[src/rtl/core/slr_pkg.sv]
// ----------------------------------------------------------------------------
// slr_pkg
// Shared types and constants of the styled line rasterizer.
// ----------------------------------------------------------------------------
package slr_pkg;

  localparam int unsigned COORD_BITS = 10;
  localparam int unsigned DEC_BITS   = COORD_BITS + 3;
  localparam int unsigned STEP_BITS  = COORD_BITS + 1;
  localparam int unsigned PAT_BITS   = 5;
  localparam int unsigned RGB_BITS   = 24;
  localparam int unsigned QUEUE_DEPTH = 2;
  localparam int unsigned QPTR_BITS  = $clog2(QUEUE_DEPTH);
  localparam int unsigned QCNT_BITS  = $clog2(QUEUE_DEPTH + 1);

  localparam logic [RGB_BITS-1:0] COLOR_GREEN  = 24'h00FF00;
  localparam logic [RGB_BITS-1:0] COLOR_CYAN   = 24'h00FFFF;
  localparam logic [RGB_BITS-1:0] COLOR_YELLOW = 24'hFFFF00;
  localparam logic [RGB_BITS-1:0] COLOR_NONE   = 24'h000000;

  // Dash-dot pattern marks
  localparam logic [PAT_BITS-1:0] PAT_DASH_END = 5'd10;
  localparam logic [PAT_BITS-1:0] PAT_DOT      = 5'd15;
  localparam logic [PAT_BITS-1:0] PAT_WRAP     = 5'd20;
  localparam logic [PAT_BITS-1:0] PAT_FIRST    = 5'd1;
  localparam logic [PAT_BITS-1:0] PAT_AFTER_WRAP = 5'd2;

  typedef enum logic {
    OP_START = 1'b0,
    OP_STEP  = 1'b1
  } slr_op_e;

  typedef enum logic [1:0] {
    STYLE_SOLID   = 2'd0,
    STYLE_DOTTED  = 2'd1,
    STYLE_DASHED  = 2'd2,
    STYLE_DASHDOT = 2'd3
  } slr_style_e;

  typedef struct packed {
    slr_op_e                opcode;
    logic [COORD_BITS-1:0]  start_x;
    logic [COORD_BITS-1:0]  start_y;
    logic [COORD_BITS-1:0]  end_x;
    logic [COORD_BITS-1:0]  end_y;
    slr_style_e             line_style;
  } slr_in_t;

  typedef struct packed {
    logic [COORD_BITS-1:0]  pixel_x;
    logic [COORD_BITS-1:0]  pixel_y;
    logic                   plot;
    logic [RGB_BITS-1:0]    rgb_color;
    logic                   last_step;
  } slr_out_t;

  // Classified command handed from the front to the back
  typedef struct packed {
    slr_op_e                opcode;
    logic [COORD_BITS-1:0]  start_x;
    logic [COORD_BITS-1:0]  start_y;
    logic [COORD_BITS-1:0]  major_delta;
    logic [COORD_BITS-1:0]  minor_delta;
    logic [DEC_BITS-1:0]    decision;
    logic [1:0]             x_sign;
    logic [1:0]             y_sign;
    logic                   swapped;
    slr_style_e             style;
  } slr_cmd_t;

  // Queue status seen by the front and the back
  typedef struct packed {
    logic full;
    logic not_empty;
  } slr_qstat_t;

endpackage

[src/rtl/core/slr_front.sv]
// ----------------------------------------------------------------------------
// slr_front
// Accepts items, classifies them and precomputes the Bresenham setup.
// ----------------------------------------------------------------------------
module slr_front (
  input  logic              in_valid_i,
  output logic              in_ready_o,
  input  slr_pkg::slr_in_t  in_data_i,
  input  slr_pkg::slr_qstat_t qstat_i,
  output logic              push_o,
  output slr_pkg::slr_cmd_t cmd_o
);
  import slr_pkg::*;

  logic [COORD_BITS-1:0] dx, dy;
  logic [1:0]            xs, ys;
  logic                  swap;
  logic [COORD_BITS-1:0] major, minor;

  always_comb begin
    if (in_data_i.end_x > in_data_i.start_x) begin
      dx = in_data_i.end_x - in_data_i.start_x;
      xs = 2'b01;
    end else if (in_data_i.end_x < in_data_i.start_x) begin
      dx = in_data_i.start_x - in_data_i.end_x;
      xs = 2'b11;
    end else begin
      dx = '0;
      xs = 2'b00;
    end
    if (in_data_i.end_y > in_data_i.start_y) begin
      dy = in_data_i.end_y - in_data_i.start_y;
      ys = 2'b01;
    end else if (in_data_i.end_y < in_data_i.start_y) begin
      dy = in_data_i.start_y - in_data_i.end_y;
      ys = 2'b11;
    end else begin
      dy = '0;
      ys = 2'b00;
    end
    swap  = dy > dx;
    major = swap ? dy : dx;
    minor = swap ? dx : dy;
  end

  assign in_ready_o = !qstat_i.full;
  assign push_o     = in_valid_i && !qstat_i.full;

  always_comb begin
    cmd_o.opcode      = in_data_i.opcode;
    cmd_o.start_x     = in_data_i.start_x;
    cmd_o.start_y     = in_data_i.start_y;
    cmd_o.major_delta = major;
    cmd_o.minor_delta = minor;
    // 2*minor - major
    cmd_o.decision    = {2'b00, minor, 1'b0} - {3'b000, major};
    cmd_o.x_sign      = xs;
    cmd_o.y_sign      = ys;
    cmd_o.swapped     = swap;
    cmd_o.style       = in_data_i.line_style;
  end

endmodule

[src/rtl/core/slr_queue.sv]
// ----------------------------------------------------------------------------
// slr_queue
// Short command queue between the front and the back.
// ----------------------------------------------------------------------------
module slr_queue (
  input  logic                clk_i,
  input  logic                rst_ni,
  input  logic                push_i,
  input  slr_pkg::slr_cmd_t   push_cmd_i,
  input  logic                pop_i,
  output slr_pkg::slr_cmd_t   head_o,
  output slr_pkg::slr_qstat_t qstat_o
);
  import slr_pkg::*;

  slr_cmd_t               mem_q [QUEUE_DEPTH];
  logic [QPTR_BITS-1:0]   wr_ptr_q, wr_ptr_d;
  logic [QPTR_BITS-1:0]   rd_ptr_q, rd_ptr_d;
  logic [QCNT_BITS-1:0]   count_q, count_d;

  always_comb begin
    wr_ptr_d = wr_ptr_q;
    rd_ptr_d = rd_ptr_q;
    count_d  = count_q;
    if (push_i) begin
      wr_ptr_d = (wr_ptr_q == QPTR_BITS'(QUEUE_DEPTH - 1)) ? '0 : wr_ptr_q + 1'b1;
    end
    if (pop_i) begin
      rd_ptr_d = (rd_ptr_q == QPTR_BITS'(QUEUE_DEPTH - 1)) ? '0 : rd_ptr_q + 1'b1;
    end
    if (push_i && !pop_i) begin
      count_d = count_q + 1'b1;
    end else if (!push_i && pop_i) begin
      count_d = count_q - 1'b1;
    end
  end

  always_ff @(posedge clk_i or negedge rst_ni) begin
    if (!rst_ni) begin
      wr_ptr_q <= '0;
      rd_ptr_q <= '0;
      count_q  <= '0;
    end else begin
      wr_ptr_q <= wr_ptr_d;
      rd_ptr_q <= rd_ptr_d;
      count_q  <= count_d;
    end
  end

  always_ff @(posedge clk_i) begin
    if (push_i) begin
      mem_q[wr_ptr_q] <= push_cmd_i;
    end
  end

  assign head_o            = mem_q[rd_ptr_q];
  assign qstat_o.full      = count_q == QCNT_BITS'(QUEUE_DEPTH);
  assign qstat_o.not_empty = count_q != '0;

endmodule

[src/rtl/core/slr_back.sv]
// ----------------------------------------------------------------------------
// slr_back
// Latches a line on each start command, walks it one step per step command and holds the result register.
// ----------------------------------------------------------------------------
module slr_back (
  input  logic                clk_i,
  input  logic                rst_ni,
  input  slr_pkg::slr_qstat_t qstat_i,
  input  slr_pkg::slr_cmd_t   head_i,
  output logic                pop_o,
  output logic                out_valid_o,
  input  logic                out_ready_i,
  output slr_pkg::slr_out_t   out_data_o
);
  import slr_pkg::*;

  logic [COORD_BITS-1:0] cur_x_q, cur_x_d;
  logic [COORD_BITS-1:0] cur_y_q, cur_y_d;
  logic [DEC_BITS-1:0]   dec_q, dec_d;
  logic [COORD_BITS-1:0] major_q, major_d;
  logic [COORD_BITS-1:0] minor_q, minor_d;
  logic [STEP_BITS-1:0]  step_idx_q, step_idx_d;
  logic [1:0]            xs_q, xs_d;
  logic [1:0]            ys_q, ys_d;
  logic                  swap_q, swap_d;
  slr_style_e            style_q, style_d;
  logic [PAT_BITS-1:0]   pat_q, pat_d;
  logic                  active_q, active_d;
  logic                  out_valid_q, out_valid_d;
  slr_out_t              out_q, out_d;

  logic                  slot_free;
  logic                  has_result;
  logic                  fire;
  logic                  plot;
  logic [RGB_BITS-1:0]   color;
  logic [PAT_BITS-1:0]   pat_step;
  logic                  last;
  logic                  dec_pos;
  logic [COORD_BITS-1:0] x_moved, y_moved;

  assign slot_free  = !out_valid_q || out_ready_i;
  assign has_result = (head_i.opcode == OP_STEP) && active_q;
  assign fire       = qstat_i.not_empty && (!has_result || slot_free);
  assign pop_o      = fire;

  // Style pattern for the current step
  always_comb begin
    plot     = 1'b0;
    color    = COLOR_NONE;
    pat_step = pat_q;
    case (style_q)
      STYLE_SOLID: begin
        plot  = 1'b1;
        color = COLOR_GREEN;
      end
      STYLE_DOTTED: begin
        if (!step_idx_q[0]) begin
          plot  = 1'b1;
          color = COLOR_GREEN;
        end
      end
      STYLE_DASHED: begin
        if (pat_q inside {PAT_BITS'(0), PAT_DASH_END, PAT_WRAP, PAT_BITS'(30)}) begin
          pat_step = PAT_FIRST;
        end else begin
          plot     = 1'b1;
          color    = COLOR_CYAN;
          pat_step = pat_q + 1'b1;
        end
      end
      default: begin
        pat_step = pat_q + 1'b1;
        if (pat_q inside {[PAT_FIRST:PAT_DASH_END - 1'b1]}) begin
          plot  = 1'b1;
          color = COLOR_GREEN;
        end else if (pat_q == PAT_DOT) begin
          plot  = 1'b1;
          color = COLOR_YELLOW;
        end else if (pat_q == PAT_WRAP) begin
          pat_step = PAT_AFTER_WRAP;
        end
      end
    endcase
  end

  assign last    = step_idx_q >= {1'b0, major_q};
  assign dec_pos = !dec_q[DEC_BITS-1];
  assign x_moved = cur_x_q + {{(COORD_BITS-2){xs_q[1]}}, xs_q};
  assign y_moved = cur_y_q + {{(COORD_BITS-2){ys_q[1]}}, ys_q};

  always_comb begin
    cur_x_d    = cur_x_q;
    cur_y_d    = cur_y_q;
    dec_d      = dec_q;
    major_d    = major_q;
    minor_d    = minor_q;
    step_idx_d = step_idx_q;
    xs_d       = xs_q;
    ys_d       = ys_q;
    swap_d     = swap_q;
    style_d    = style_q;
    pat_d      = pat_q;
    active_d   = active_q;
    out_d      = out_q;
    out_valid_d = out_valid_q && !out_ready_i;

    if (fire) begin
      if (head_i.opcode == OP_START) begin
        cur_x_d    = head_i.start_x;
        cur_y_d    = head_i.start_y;
        dec_d      = head_i.decision;
        major_d    = head_i.major_delta;
        minor_d    = head_i.minor_delta;
        xs_d       = head_i.x_sign;
        ys_d       = head_i.y_sign;
        swap_d     = head_i.swapped;
        style_d    = head_i.style;
        step_idx_d = STEP_BITS'(1);
        pat_d      = PAT_FIRST;
        active_d   = head_i.major_delta != '0;
      end else if (active_q) begin
        out_valid_d       = 1'b1;
        out_d.pixel_x     = cur_x_q;
        out_d.pixel_y     = cur_y_q;
        out_d.plot        = plot;
        out_d.rgb_color   = color;
        out_d.last_step   = last;
        pat_d             = pat_step;
        // Advance on the major axis, and on the minor axis when the term is not negative
        if (swap_q) begin
          cur_y_d = y_moved;
          if (dec_pos) cur_x_d = x_moved;
        end else begin
          cur_x_d = x_moved;
          if (dec_pos) cur_y_d = y_moved;
        end
        dec_d = dec_q + {2'b00, minor_q, 1'b0}
                - (dec_pos ? {2'b00, major_q, 1'b0} : {DEC_BITS{1'b0}});
        if (last) begin
          active_d = 1'b0;
        end else begin
          step_idx_d = step_idx_q + 1'b1;
        end
      end
    end
  end

  always_ff @(posedge clk_i or negedge rst_ni) begin
    if (!rst_ni) begin
      cur_x_q     <= '0;
      cur_y_q     <= '0;
      dec_q       <= '0;
      major_q     <= '0;
      minor_q     <= '0;
      step_idx_q  <= STEP_BITS'(1);
      xs_q        <= '0;
      ys_q        <= '0;
      swap_q      <= 1'b0;
      style_q     <= STYLE_SOLID;
      pat_q       <= PAT_FIRST;
      active_q    <= 1'b0;
      out_valid_q <= 1'b0;
    end else begin
      cur_x_q     <= cur_x_d;
      cur_y_q     <= cur_y_d;
      dec_q       <= dec_d;
      major_q     <= major_d;
      minor_q     <= minor_d;
      step_idx_q  <= step_idx_d;
      xs_q        <= xs_d;
      ys_q        <= ys_d;
      swap_q      <= swap_d;
      style_q     <= style_d;
      pat_q       <= pat_d;
      active_q    <= active_d;
      out_valid_q <= out_valid_d;
    end
  end

  always_ff @(posedge clk_i) begin
    out_q <= out_d;
  end

  assign out_valid_o = out_valid_q;
  assign out_data_o  = out_q;

endmodule

[src/rtl/core/styled_line_rasterizer_core.sv]
// ----------------------------------------------------------------------------
// styled_line_rasterizer_core
// Styled Bresenham line stepper with a decoupled front and back.
// ----------------------------------------------------------------------------
// A start item latches two endpoints and a style and gives no result; each
// step item then gives one pixel (position, plot flag, color, last mark) until
// the line's major delta is used up, the end point itself not being drawn.
// Items are taken at one per cycle while the queue is not full: the front computes
// the setup in the cycle it accepts an item and writes a two-entry queue, and the
// back retires one queue entry per cycle, limited only by its single output
// register. A step item's result passes through the queue and then the output register.
module styled_line_rasterizer_core (
  input  logic              clk_i,
  input  logic              rst_ni,
  input  logic              in_valid_i,
  output logic              in_ready_o,
  input  slr_pkg::slr_in_t  in_data_i,
  output logic              out_valid_o,
  input  logic              out_ready_i,
  output slr_pkg::slr_out_t out_data_o
);
  import slr_pkg::*;

  slr_qstat_t qstat;
  slr_cmd_t   push_cmd;
  slr_cmd_t   head;
  logic       push;
  logic       pop;

  slr_front u_front (
    .in_valid_i (in_valid_i),
    .in_ready_o (in_ready_o),
    .in_data_i  (in_data_i),
    .qstat_i    (qstat),
    .push_o     (push),
    .cmd_o      (push_cmd)
  );

  slr_queue u_queue (
    .clk_i      (clk_i),
    .rst_ni     (rst_ni),
    .push_i     (push),
    .push_cmd_i (push_cmd),
    .pop_i      (pop),
    .head_o     (head),
    .qstat_o    (qstat)
  );

  slr_back u_back (
    .clk_i       (clk_i),
    .rst_ni      (rst_ni),
    .qstat_i     (qstat),
    .head_i      (head),
    .pop_o       (pop),
    .out_valid_o (out_valid_o),
    .out_ready_i (out_ready_i),
    .out_data_o  (out_data_o)
  );

endmodule

[config.mk]
export PLATFORM = sky130hd
export DESIGN_NAME = styled_line_rasterizer_core
export DESIGN_NICKNAME = d
export VERILOG_FILES = /design/src/rtl/core/slr_pkg.sv /design/src/rtl/core/slr_front.sv /design/src/rtl/core/slr_queue.sv /design/src/rtl/core/slr_back.sv /design/src/rtl/core/styled_line_rasterizer_core.sv
export SDC_FILE = /design/constraint.sdc
export NUM_CORES = 1
export LEC_CHECK = 0
export BUFFER_PORTS_ARGS = -buffer_cell sky130_fd_sc_hd__buf_2
export CAP_MARGIN = 20
export CORE_MARGIN = 3
export CORE_UTILIZATION = 50
export DETAILED_ROUTE_END_ITERATION = 12
export PLACE_DENSITY = 0.65
export REMOVE_ABC_BUFFERS = 1
export SLEW_MARGIN = 15
export SYNTH_ARGS = -nofsm -noshare
export SYNTH_HDL_FRONTEND = slang
export SYNTH_SLANG_ARGS = --single-unit
export TNS_END_PERCENT = 5
[constraint.sdc]
create_clock -name clk_i -period 4.15 [get_ports clk_i]
set_clock_uncertainty 0.1 [all_clocks]
set_input_delay 0.2075 -clock clk_i [delete_from_list [all_inputs] [get_ports clk_i]]
set_output_delay 0.2075 -clock clk_i [all_outputs]
set_load 0.03 [all_outputs]
=== Word level (Yosys, flattened, before mapping) ===
Memory sizes are Yosys's and may differ from the RTL's.
Cells that the tools add are included.

* Register bits after elaboration: 128
* Memory bits (writable): 122
* Bits of input ports: 47
* Output and inout port bits: 48
* Logic and storage cells: 140
* Memories kept: 1

{| class="wikitable"
|+ Memory list
! name !! depth !! bits a word !! rd ports !! clocked after memory_dff !! write ports !! line !! RTL
|-
| u_queue.mem_q || 2 || 61 || 1 || 0 || 1 || slr_queue.sv:16 || <nowiki>slr_cmd_t mem_q [QUEUE_DEPTH];</nowiki>
|}

* Add/sub/neg operators: 15
* Order comparisons: 8
* Equal/unequal tests: 12
* Muxes and demuxes: 53
* Bitwise logic cells: 1
* Reduce and logical (&&, ||, !) cells: 29

{| class="wikitable"
|+ Operator list
! operator !! number
|-
| $mux W10 || 14
|-
| $pmux W24 S3 || 1
|-
| $mux W24 || 2
|-
| $mux W11 || 4
|-
| $sub A10 B10 Y10 || 4
|-
| $mux W16 || 2
|-
| $gt A10 B10 Y1 || 3
|-
| $mux W5 || 6
|-
| $mux W13 || 2
|-
| $add A10 B10 Y10 || 2
|-
| $lt A10 B10 Y1 || 2
|-
| $reduce_and A3 Y1 || 5
|-
| $mux W1 || 14
|-
| $add A13 B11 Y13 || 1
|-
| $sub A13 B13 Y13 || 1
|-
| $mux W2 || 6
|-
| $sub A11 B10 Y12 || 1
|-
| $add A11 B1 Y11 const B || 1
|-
| $ge A11 B10 Y1 || 1
|-
| $eq A5 B4 Y1 const B || 2
|-
| $eq A5 B5 Y1 const B || 2
|-
| $pmux W5 S2 || 1
|-
| $reduce_bool A10 Y1 || 1
|-
| $logic_and A1 B1 Y1 || 7
|-
| 20 further kinds || 33
|}

=== Longest topological paths before layout ===
Gate-level depths: netlist (run 1).
An unclocked memory read counts as a cell.

* Word-level depth: 8
* Depth in mapped cells: 29
* Depth with buffers taken out: 27

=== By module ===
Synthesis (run 1) repeated with hierarchy kept, for this count alone.

* Cells, all modules: 1,342
* Area total of the unflattened synthesis: 14,455.1 sq um

{| class="wikitable"
|+ Modules (own cells, without submodules)
! module !! times used !! cells each !! area each (sq um) !! seq. area each (sq um)
|-
| slr_back || 1 || 688 || 6,404.9 || 2,650.0
|-
| slr_queue || 1 || 206 || 4,892.2 || 3,763.6
|-
| slr_front || 1 || 448 || 3,158.0 || 0.0
|}

=== Least setup slack after synthesis (run 1) ===
Ideal clock, no wire load.

* Path type: input-to-reg
* Start point: input port in_data_i[12] in the netlist's numbering
* End point: memory u_queue.mem_q[0][13] in the netlist's numbering, data pin
* Library setup time: 0.269 ns
* Arrival time: 5.228 ns
* Required time: 3.781 ns
* Path slack: -1.448 ns
* Stages: 27
* Path buffers: 2
* Cells stage by stage: inv_1 > ha_1 > fa_1 > nor2b_1 > o2111ai_2 > a21o_1 > nand2_2 > inv_2 > nor2_1 > a221oi_1 > a21oi_1 > inv_1 > ha_1 > nand4_1 > nor4_1 > o41ai_4 > inv_2 > buf_2 > buf_1 > a21o_1 > ha_1 > o221a_2 > a211oi_1 > maj3_2 > a21o_1 > maj3_2 > xor2_1

{| class="wikitable"
|+ RTL lines
! what !! line !! RTL
|-
| start: declaration || styled_line_rasterizer_core.sv:17 || <nowiki>input slr_pkg::slr_in_t in_data_i,</nowiki>
|-
| end: declaration || slr_queue.sv:16 ||
|}

==> results.yml, run 1 <==
floorplan:
  die-area_um2: 29300
  coreArea_um2: 26400
  die_w_um: 171
  die_h_um: 171
  rows: 59
  boundaryPins: 95
  start_util: 0.516
pwr:
  internal-power_uw: 8380
  combPwrFrac: 0.571
  swShare: 0.414
  leakagePower_uw: 0.00799
  total_power_uw: 14300
  pwr-share-seq: 0.280
  power.switching_uw: 5920
  peakVddDrop_mv: 0.385
  clockPowerShare: 0.149
  p_per_area_nw_per_um2: 810
synth:
  muxShareOfSynthArea: 0.0504
  ys_seq_area_frac: 0.462
  synth_simple_gate_area_frac: 0.107
  ys.flop_type: "edfxtp_1"
  synth_edf_count: 142
  synthAdderAreaFrac: 0.118
  synth-seq-cells: 223
  synth_top_family_by_area: "compound AO/OA/AOI/OAI gates"
  synth_xor_area_frac: 0.0289
  synthDistinctLibCells: 85
  synth_cells: 1333
  syn_area_um2: 13600
  avgSynthCellArea_um2: 10.2
  synth-compound-area-share: 0.166
  yosys_warnings: 0
  async_flop_share: 0.363
cts:
  cts_buffers: 24
  htreeDepth: 1
  clock_path_buffers: 3
  worstSkewPairLatency_ps: 530
  clkTransAtPathRegs_ps: 60
  clock-root-buffer: "clkbuf_16"
  cts_tree: "built"
  clock-sinks: 223
setup_path:
  worstPathMaxFanout: 7
  cp_top_family: "compound AO/OA/AOI/OAI gates"
  reg2reg_depth: 15
  r2r-start: "u_back.dec_q[12]$_DFFE_PN0P_"
  cp_common_cell: "a21o_1"
  crit_cells: 28
  slowest_delay_ps: 340
  r2r-end: "u_back.dec_q[12]$_DFFE_PN0P_"
  crit_slowest_cell: "maj3_2"
  cp-end-kind: "flip-flop"
  path_class: "in2reg"
  arrival_ps: 5060
  critPathLaunchType: "input pin"
  crit_buf_inv: 6
  r2r_slack_ps: 400
  critical_path_required_ps: 4320
grt:
  antenna_found_initial: 0
  grt_pass1_vias: 10900
  gr-total-overflow: 0
  grt_max_degree: 57
  grtUsageTotal: 0.228
  grt_pass1_wl_um: 54100
worst_hold_path:
  hold_path_class: "in2reg"
  hp-start: "in_data_i[34]"
  hold-path-cell-count: 2
  whs_endpoint: "u_queue.mem_q[0][52]$_DFFE_PP_"
sta:
  setup_ws_ps: -731
  maxSlewHeadroom: 0.463
  drv_slew: 0
  max_freq_mhz: 205
  hold_viol: 0
  fin_crit_ps: 4880
  rsz0062_at_grt: "true"
  period_share: 1.18
  finalSetupViolCount: 20
  worstMarginPinSlew_ps: 806
layout:
  n_antenna_cell: 0
  layout.nets: 1819
  multi_input_area_um2: 6930
  drive_gt1_frac: 0.311
  regArea_um2: 6300
  syn_to_final_growth_pct: 29.4
  fill_cells: 2085
run_status:
  violations: "negative setup slack"
  outcome: "finished, violations left"
placement:
  portBuffers: 94
  place.gp.congestion: 0.945
  dp_hpwl_um: 24100
  pre_cts_ws_ps: -1530
job:
  maxCapViolations: 0
detailed_routing:
  via_per_inst: 5.42
  via_count: 10900
  postRouteAntennaNets: 0
  drtPass1Iterations: 5
  drt-initial-drc-count: 642
  wl_per_cell_um: 16.6
  routed_wl_um: 33400
  drc: 0
==> routing by layer <==
| metal | vias up | GRT usage | wire length, um |
|---|---|---|---|
| li1 | 5358 | - | - |
| met1 | 5218 | 0.310 | 15000 |
| met2 | 259 | 0.395 | 16200 |
| met3 | 57 | 0.0236 | 1490 |
| met4 | 0 | 0.0570 | 637 |
| met5 | - | 0 | 0 |
==> logic make-up after synthesis <==
logic type | count (synthesis)
AOI/OAI and AO/OA | 347
xor gates and xnor gates | 45
adders and majority gates | 119
buffers and inverters | 222
DFF | 223
muxes | 67
and+or+nand+nor | 310
==> worst register-to-register path: stages, from the launching register on <==
cell and delay (ps):
dfrtp_1 470, buf_4 240, nor2_1 70, fa_1 470, inv_1 50, ha_1 320, o21ai_0 130, a21boi_0 290
o21ai_1 130, a21boi_0 260, o21ai_0 160, a21oi_1 260, a2111oi_2 90, o21ai_0 210, nor4bb_1 300, a211oi_1 80
==> power by group through the flow <==
stage               Clock [uW]  Sequential (uW)  Combinational [uW]
global placement             0             4010                7360
finish                    2130             4000                8170
detailed placement           0             4040                7560
floorplan                    0             4360                4890
CTS                       2180             4000                8010
global route              2270             4100                9140
==> how the worst max path moves through the flow <==
stage                                             from  slack (ps)                              to
after floorplan           u_queue.rd_ptr_q$_DFFE_PN0P_       -3100   u_back.cur_y_q[9]$_DFFE_PN0P_
after global placement                   in_data_i[22]       -1390  u_queue.mem_q[0][13]$_DFFE_PP_
after detailed placement                 in_data_i[22]       -1530  u_queue.mem_q[1][13]$_DFFE_PP_
after CTS                                in_data_i[22]        -530  u_queue.mem_q[1][13]$_DFFE_PP_
after global routing                     in_data_i[22]        -930  u_queue.mem_q[0][13]$_DFFE_PP_
final                                    in_data_i[22]        -730  u_queue.mem_q[1][13]$_DFFE_PP_
==> sequential cells by signal (all words and copies together), names as in the netlist <==
signal and count:
u_back.active_q 1, u_back.xs_q 2, u_back.pat_q 5, u_back.ys_q 2
u_back.out_valid_o 1, u_queue.rd_ptr_q 1, u_queue.wr_ptr_q 1, u_back.swap_q 1
u_queue.count_q 2, u_back.cur_x_q 10, u_back.minor_q 10, u_back.cur_y_q 10
u_back.dec_q 12, u_back.major_q 10, u_back.out_data_o 24, u_back.step_idx_q 11
u_back.style_q 2, u_queue.mem_q 118
==> metrics by stage <==
stage,setup TNS [ps],hold slack (ps),area [um2],util,instances
2_1_floorplan,-213170,-188,13300,-,1268
3_3_place_gp,-28830,116,15800,0.599,1911
3_5_place_dp,-34910,113,15800,0.599,1911
4_1_cts,-6020,7.19,17500,0.661,2003
5_1_grt,-13230,17.7,17600,0.668,2010
6_report,-9020,16.0,17600,0.668,2010
==> repair_timing <==
item	in CTS	in global routing
buffers inserted	27	7
pin swaps	48	38
endpoints found under the hold margin	80	0
resized for setup	95	31
hold buffers	23	0
cloned	0	0
endpoints found under the setup margin	20	21
==> cells in the final DEF (no fill, tap or decap), drive strengths merged, types with 17 or more instances in the layout <==
cell type,n
nand2,127
xnor2,30
inv,157
ha,97
dlygate4sd3,23
mux2i,60
a21o,24
o21ai,128
nor2,69
fa,17
edfxtp,142
clkbuf,29
a21oi,89
dfrtp,79
buf,341
==> final cells by class <==
cell class | count | share of cell area
Inverter | 157 | 0.0337
Timing Repair Buffer | 364 | 0.147
Sequential cell | 223 | 0.357
Clock inverter | 14 | 0.00893
Clock buffer | 29 | 0.0362
Tap cell | 335 | 0.0238
Multi-Input combinational cell | 888 | 0.393
==> synthesized netlist by cell type (15+ instances only) <==
| cell type | count | share of area |
|---|---|---|
| xor2_1 | 15 | 0.0096 |
| o21ai_0 | 121 | 0.044 |
| nor2_1 | 69 | 0.019 |
| edfxtp_1 | 142 | 0.31 |
| a21o_1 | 24 | 0.013 |
| nand3_1 | 16 | 0.0059 |
| xnor2_1 | 30 | 0.019 |
| buf_4 | 22 | 0.012 |
| fa_1 | 17 | 0.025 |
| dfrtp_1 | 79 | 0.15 |
| ha_1 | 97 | 0.089 |
| nand2_1 | 125 | 0.034 |
| a21oi_1 | 84 | 0.031 |
| inv_1 | 150 | 0.041 |
| clkbuf_1 | 34 | 0.0094 |
| mux2i_1 | 58 | 0.043 |
Note: power is estimated with default switching activity, not from simulation.
==> inputs of run 2 (changes only) <==
--- a/config.mk
+++ b/config.mk
@@ -10,9 +10,9 @@
 export CORE_MARGIN = 3
 export CORE_UTILIZATION = 50
 export DETAILED_ROUTE_END_ITERATION = 12
-export PLACE_DENSITY = 0.65
+export PLACE_DENSITY = 0.68
 export REMOVE_ABC_BUFFERS = 1
-export SLEW_MARGIN = 15
+export SLEW_MARGIN = 20
 export SYNTH_ARGS = -nofsm -noshare
 export SYNTH_HDL_FRONTEND = slang
 export SYNTH_SLANG_ARGS = --single-unit
==> constraint.sdc (replaced) <==
create_clock -name clk_i -period 4.21 [get_ports clk_i]
set_clock_uncertainty 0.1 [all_clocks]
set_input_delay 0.2105 -clock clk_i [delete_from_list [all_inputs] [get_ports clk_i]]
set_output_delay 0.2105 -clock clk_i [all_outputs]
set_load 0.03 [all_outputs]
==> results.yml, run 2 (same netlist as run 1, synthesis figures left out) <==
setup_path:
  worstPathMaxFanout: 8
  critical_path_required_ps: 4380
  arrival_ps: 5030
  slowest_delay_ps: 370
  crit_buf_inv: 5
  cp_top_family: "compound AO/OA/AOI/OAI gates"
  crit_slowest_cell: "fa_2"
  path_class: "in2reg"
  critPathLaunchType: "input pin"
  cp-end-kind: "flip-flop"
pwr:
  leakagePower_uw: 0.00800
  peakVddDrop_mv: 0.443
  p_per_area_nw_per_um2: 810
detailed_routing:
  via_per_inst: 5.48
  routed_wl_um: 34000
  wl_per_cell_um: 16.8
  drc: 0
  via_count: 11100
  postRouteAntennaNets: 0
  drt-initial-drc-count: 728
  drtPass1Iterations: 5
placement:
  place.gp.congestion: 0.926
  dp_hpwl_um: 24100
  pre_cts_ws_ps: -1490
  portBuffers: 94
  placed_cell_area_um2: 15900
layout:
  largest_reg_flops: 118
  mostFrequentLayoutCells: "buf_4, inv_1, edfxtp_1, nand2_1, o21ai_0"
  layout_commonest_cell: "buf_4"
  drive_gt1_frac: 0.313
  syn_to_final_growth_pct: 29.9
  largest-register: "u_queue.mem_q"
  final_area_um2: 17700
  layout.nets: 1827
grt:
  grt_pass1_vias: 11200
  grt.busiest_layer: "met2"
  gr-total-overflow: 0
  gr-usage-met1: 0.307
  grt_pass1_wl_um: 54600
  grtUsageTotal: 0.230
  antenna_found_initial: 0
  met2_usage: 0.403
  grt_util_met3: 0.0231
  grt_max_degree: 60
floorplan:
  die_h_um: 171
  rows: 59
  start_util: 0.516
  die_w_um: 171
  coreArea_um2: 26400
  die-area_um2: 29300
  boundaryPins: 95
sta:
  fin_crit_ps: 4860
  period_share: 1.15
  max_freq_mhz: 206
  drv_slew: 0
  rsz0062_at_grt: "true"
  worstMarginPinSlew_ps: 864
  setup_ws_ps: -647
  hold_viol: 0
  finalSetupViolCount: 18
  maxSlewHeadroom: 0.424
worst_hold_path:
  hold_path_class: "in2reg"
cts:
  cts_buffers: 24
  clock_path_buffers: 3
  clkTransAtPathRegs_ps: 60
  worstSkewPairLatency_ps: 520
  clock-root-buffer: "clkbuf_16"
  clock-sinks: 223
  cts_tree: "built"
  htreeDepth: 1
job:
  maxCapViolations: 0
run_status:
  outcome: "finished, violations left"
  violations: "negative setup slack"
run 2: worst paths after layout:
path / start / slack (ps) / end / depth (start not counted)
max in group asynchronous: rst_ni / 2890 / u_back.ys_q[0]$_DFFE_PN0P_ / 3
hold / removal: in_data_i[34] / 10 / u_queue.mem_q[1][52]$_DFFE_PP_ / 2
setup reg to reg: u_back.dec_q[12]$_DFFE_PN0P_ / 370 / u_back.dec_q[12]$_DFFE_PN0P_ / 16
min in group asynchronous: rst_ni / 170 / u_back.cur_y_q[7]$_DFFE_PN0P_ / 2
setup / recovery: in_data_i[12] / -650 / u_queue.mem_q[1][13]$_DFFE_PP_ / 25
hold reg to reg: u_back.cur_y_q[9]$_DFFE_PN0P_ / 380 / u_back.out_data_o[35]$_DFFE_PP_ / 0
run 2: layout make-up:
cell class              instances  area (um2)
flip-flops and latches        223        6300
inverters                     157         594
multi-input cells             888        6930
well taps                     335         419
clock buffers                  31         657
fillers                      2020        8720
diodes                          1        2.50
repair buffers                372        2650
clock inverters                13         164
run 2: per-layer routing:
layer	vias to the layer above	wire length [um]
met5	-	0
met4	0	826
met3	60	1350
met2	266	16800
met1	5361	15100
li1	5379	-
run 2: report_power, final:
part | switching (uW) | internal (uW)
logic | 4650 | 3640
registers | 429 | 3480
clock network | 848 | 1290
total | 5930 | 8420
run 2: worst reg2reg max path: stages, from the launching register on:
cell and delay, ps:
dfrtp_2 470, nor2_1 160, fa_1 440, inv_1 90, ha_1 220, nor2b_1 120, o21ai_0 260, a21boi_0 200
o21ai_1 220, a21boi_0 170, o21ai_0 250, a21oi_1 140, a2111oi_2 280, buf_4 160, o21ai_0 100, nor4bb_1 160
a211oi_1 200
run 2: what timing repair did:
| action | in CTS | in global routing |
|---|---|---|
| hold endpoints to repair | 87 | 0 |
| pin swaps | 47 | 35 |
| hold buffers | 23 | 0 |
| resized for setup | 85 | 31 |
| gates cloned | 0 | 0 |
| endpoints found under the setup margin | 20 | 27 |
| setup buffers | 32 | 8 |
run 2: through the flow:
| stage | TNS (ps) | power, uW | hold WS [ps] | instances | util |
|---|---|---|---|---|---|
| after floorplan | -203940 | 9120 | -185 | 1268 | - |
| after global placement | -24700 | 11300 | 183 | 1914 | 0.600 |
| after detailed placement | -32680 | 11600 | 182 | 1914 | 0.600 |
| after CTS | -6000 | 14200 | 4.72 | 2012 | 0.663 |
| after global routing | -11850 | 15500 | 16.5 | 2019 | 0.670 |
| final | -7800 | 14300 | 11.7 | 2020 | 0.670 |
==> inputs of run 3 (changes only) <==
--- a/config.mk
+++ b/config.mk
@@ -5,7 +5,7 @@
 export SDC_FILE = /design/constraint.sdc
 export NUM_CORES = 1
 export LEC_CHECK = 0
-export BUFFER_PORTS_ARGS = -buffer_cell sky130_fd_sc_hd__buf_2
+export BUFFER_PORTS_ARGS = -buffer_cell sky130_fd_sc_hd__clkbuf_2
 export CAP_MARGIN = 20
 export CORE_MARGIN = 3
 export CORE_UTILIZATION = 50
==> results.yml, run 3 (same netlist as run 1, synthesis figures left out) <==
sta:
  maxSlewHeadroom: 0.350
  drv_slew: 0
  hold_viol: 0
  rsz0062_at_grt: "true"
  worstMarginPinSlew_ps: 976
  setup_ws_ps: -682
  finalSetupViolCount: 18
  max_freq_mhz: 204
  period_share: 1.16
  holdWs_ps: 36.2
  fin_crit_ps: 4890
worst_hold_path:
  hold_path_class: "in2reg"
  whs_endpoint: "u_queue.mem_q[1][52]$_DFFE_PP_"
  hold-path-cell-count: 2
  hp-start: "in_data_i[34]"
layout:
  final_area_um2: 17500
  largest_reg_flops: 118
  drive_gt1_frac: 0.296
  layout.nets: 1805
  mostFrequentLayoutCells: "buf_4, inv_1, edfxtp_1, nand2_1, o21ai_0"
  n_antenna_cell: 0
  largest-register: "u_queue.mem_q"
  syn_to_final_growth_pct: 28.4
  layout_commonest_cell: "buf_4"
pwr:
  total_power_uw: 14100
  clockPowerShare: 0.140
  peakVddDrop_mv: 0.392
  combPwrFrac: 0.581
  internal-power_uw: 8220
  leakagePower_uw: 0.00790
  power.switching_uw: 5900
  swShare: 0.418
  p_per_area_nw_per_um2: 807
  pwr-share-seq: 0.279
setup_path:
  reg2reg_depth: 16
  crit_start: "in_data_i[22]"
  cp_common_cell: "a21o_1"
  path_class: "in2reg"
  slowest_delay_ps: 360
  cp_top_family: "compound AO/OA/AOI/OAI gates"
  r2r_slack_ps: 250
  critPathLaunchType: "input pin"
  critical_path_required_ps: 4370
  crit_slowest_cell: "o41ai_4"
  cp-end-kind: "flip-flop"
  r2r-start: "u_back.dec_q[12]$_DFFE_PN0P_"
  crit_buf_inv: 6
  worstPathMaxFanout: 7
  arrival_ps: 5050
  r2r-end: "u_back.dec_q[12]$_DFFE_PN0P_"
  crit_cells: 28
grt:
  grt_pass1_wl_um: 54600
  grt_max_degree: 60
  grtUsageTotal: 0.232
  gr-total-overflow: 0
  grt_pass1_vias: 10900
  antenna_found_initial: 0
cts:
  cts_buffers: 23
  clock_path_buffers: 3
  cts_tree: "built"
  worstSkewPairLatency_ps: 510
  clock-sinks: 223
  clkTransAtPathRegs_ps: 60
  htreeDepth: 1
  clock-root-buffer: "clkbuf_16"
floorplan:
  rows: 59
  die-area_um2: 29300
  die_h_um: 171
  start_util: 0.516
  coreArea_um2: 26400
  die_w_um: 171
  boundaryPins: 95
run_status:
  outcome: "finished, violations left"
  violations: "negative setup slack"
detailed_routing:
  drc: 0
  dr_wl_met2_um: 16400
  postRouteAntennaNets: 0
  drtPass1Iterations: 5
  routed_wl_um: 33800
  highest_layer: "met4"
  wl_per_cell_um: 16.9
  wirelength_met1_um: 15300
  drt-initial-drc-count: 621
  via_count: 10900
  wl_met3_um: 1290
  via_per_inst: 5.45
placement:
  dp_hpwl_um: 24800
  placed_cell_area_um2: 15800
  portBuffers: 94
  place.gp.congestion: 0.896
job:
  maxCapViolations: 0
==> run 3: cell types whose count changed in the layout (fill, tap and decap cells not counted), sizes merged <==
cell	before	now
bufinv	3	1
buf	349	237
clkbuf	31	127
clkinv	7	4
diode	1	0
dlygate4sd3	23	22
clkinvlp	2	1
==> run 3: how the worst max path moves through the flow <==
stage,endpoint
2_1_floorplan,u_back.cur_y_q[9]$_DFFE_PN0P_
3_3_place_gp,u_queue.mem_q[0][16]$_DFFE_PP_
3_5_place_dp,u_queue.mem_q[0][13]$_DFFE_PP_
4_1_cts,u_queue.mem_q[1][13]$_DFFE_PP_
5_1_grt,u_queue.mem_q[1][13]$_DFFE_PP_
6_report,u_queue.mem_q[1][13]$_DFFE_PP_
==> run 3: what timing repair did <==
item | 4_1_cts | 5_1_grt
buffers inserted | 10 | 12
pin swaps | 40 | 36
hold buffers | 22 | 0
endpoints found under the setup margin | 22 | 23
endpoints found under the hold margin | 80 | 0
gates resized for setup | 64 | 51
==> run 3: cell type report <==
| type | count | area, um2 |
|---|---|---|
| sequential | 223 | 6300 |
| inverter | 157 | 594 |
| timing repair buffer | 351 | 2530 |
| multi-input combinational | 888 | 6930 |
| clock buffer | 35 | 672 |
| fill | 2085 | 8920 |
| tap | 335 | 419 |
| clock inverter | 7 | 65.1 |
==> run 3: layer usage <==
metal | global-route usage | vias up
met5 | 0 | -
met4 | 0.0598 | 0
met3 | 0.0199 | 68
met2 | 0.398 | 258
met1 | 0.319 | 5222
li1 | - | 5331
==> run 3: stage by stage <==
stage          setup slack [ps]  setup TNS [ps]  cells  utilization
6_report                   -682           -8220   1996        0.662
5_1_grt                    -907          -12530   1996        0.662
4_1_cts                    -493           -6310   1985        0.649
3_5_place_dp              -1460          -31000   1911        0.599
3_3_place_gp              -1310          -24850   1911        0.599
2_1_floorplan             -3040         -203940   1268            -
==> run 3: power groups by stage <==
| stage | clock network [uW] | registers, uW | logic, uW |
|---|---|---|---|
| 3_3_place_gp | 0 | 3930 | 7390 |
| 6_report | 1980 | 3930 | 8210 |
| 5_1_grt | 2110 | 4020 | 9140 |
| 3_5_place_dp | 0 | 3970 | 7630 |
| 2_1_floorplan | 0 | 4300 | 4820 |
| 4_1_cts | 2000 | 3930 | 7900 |
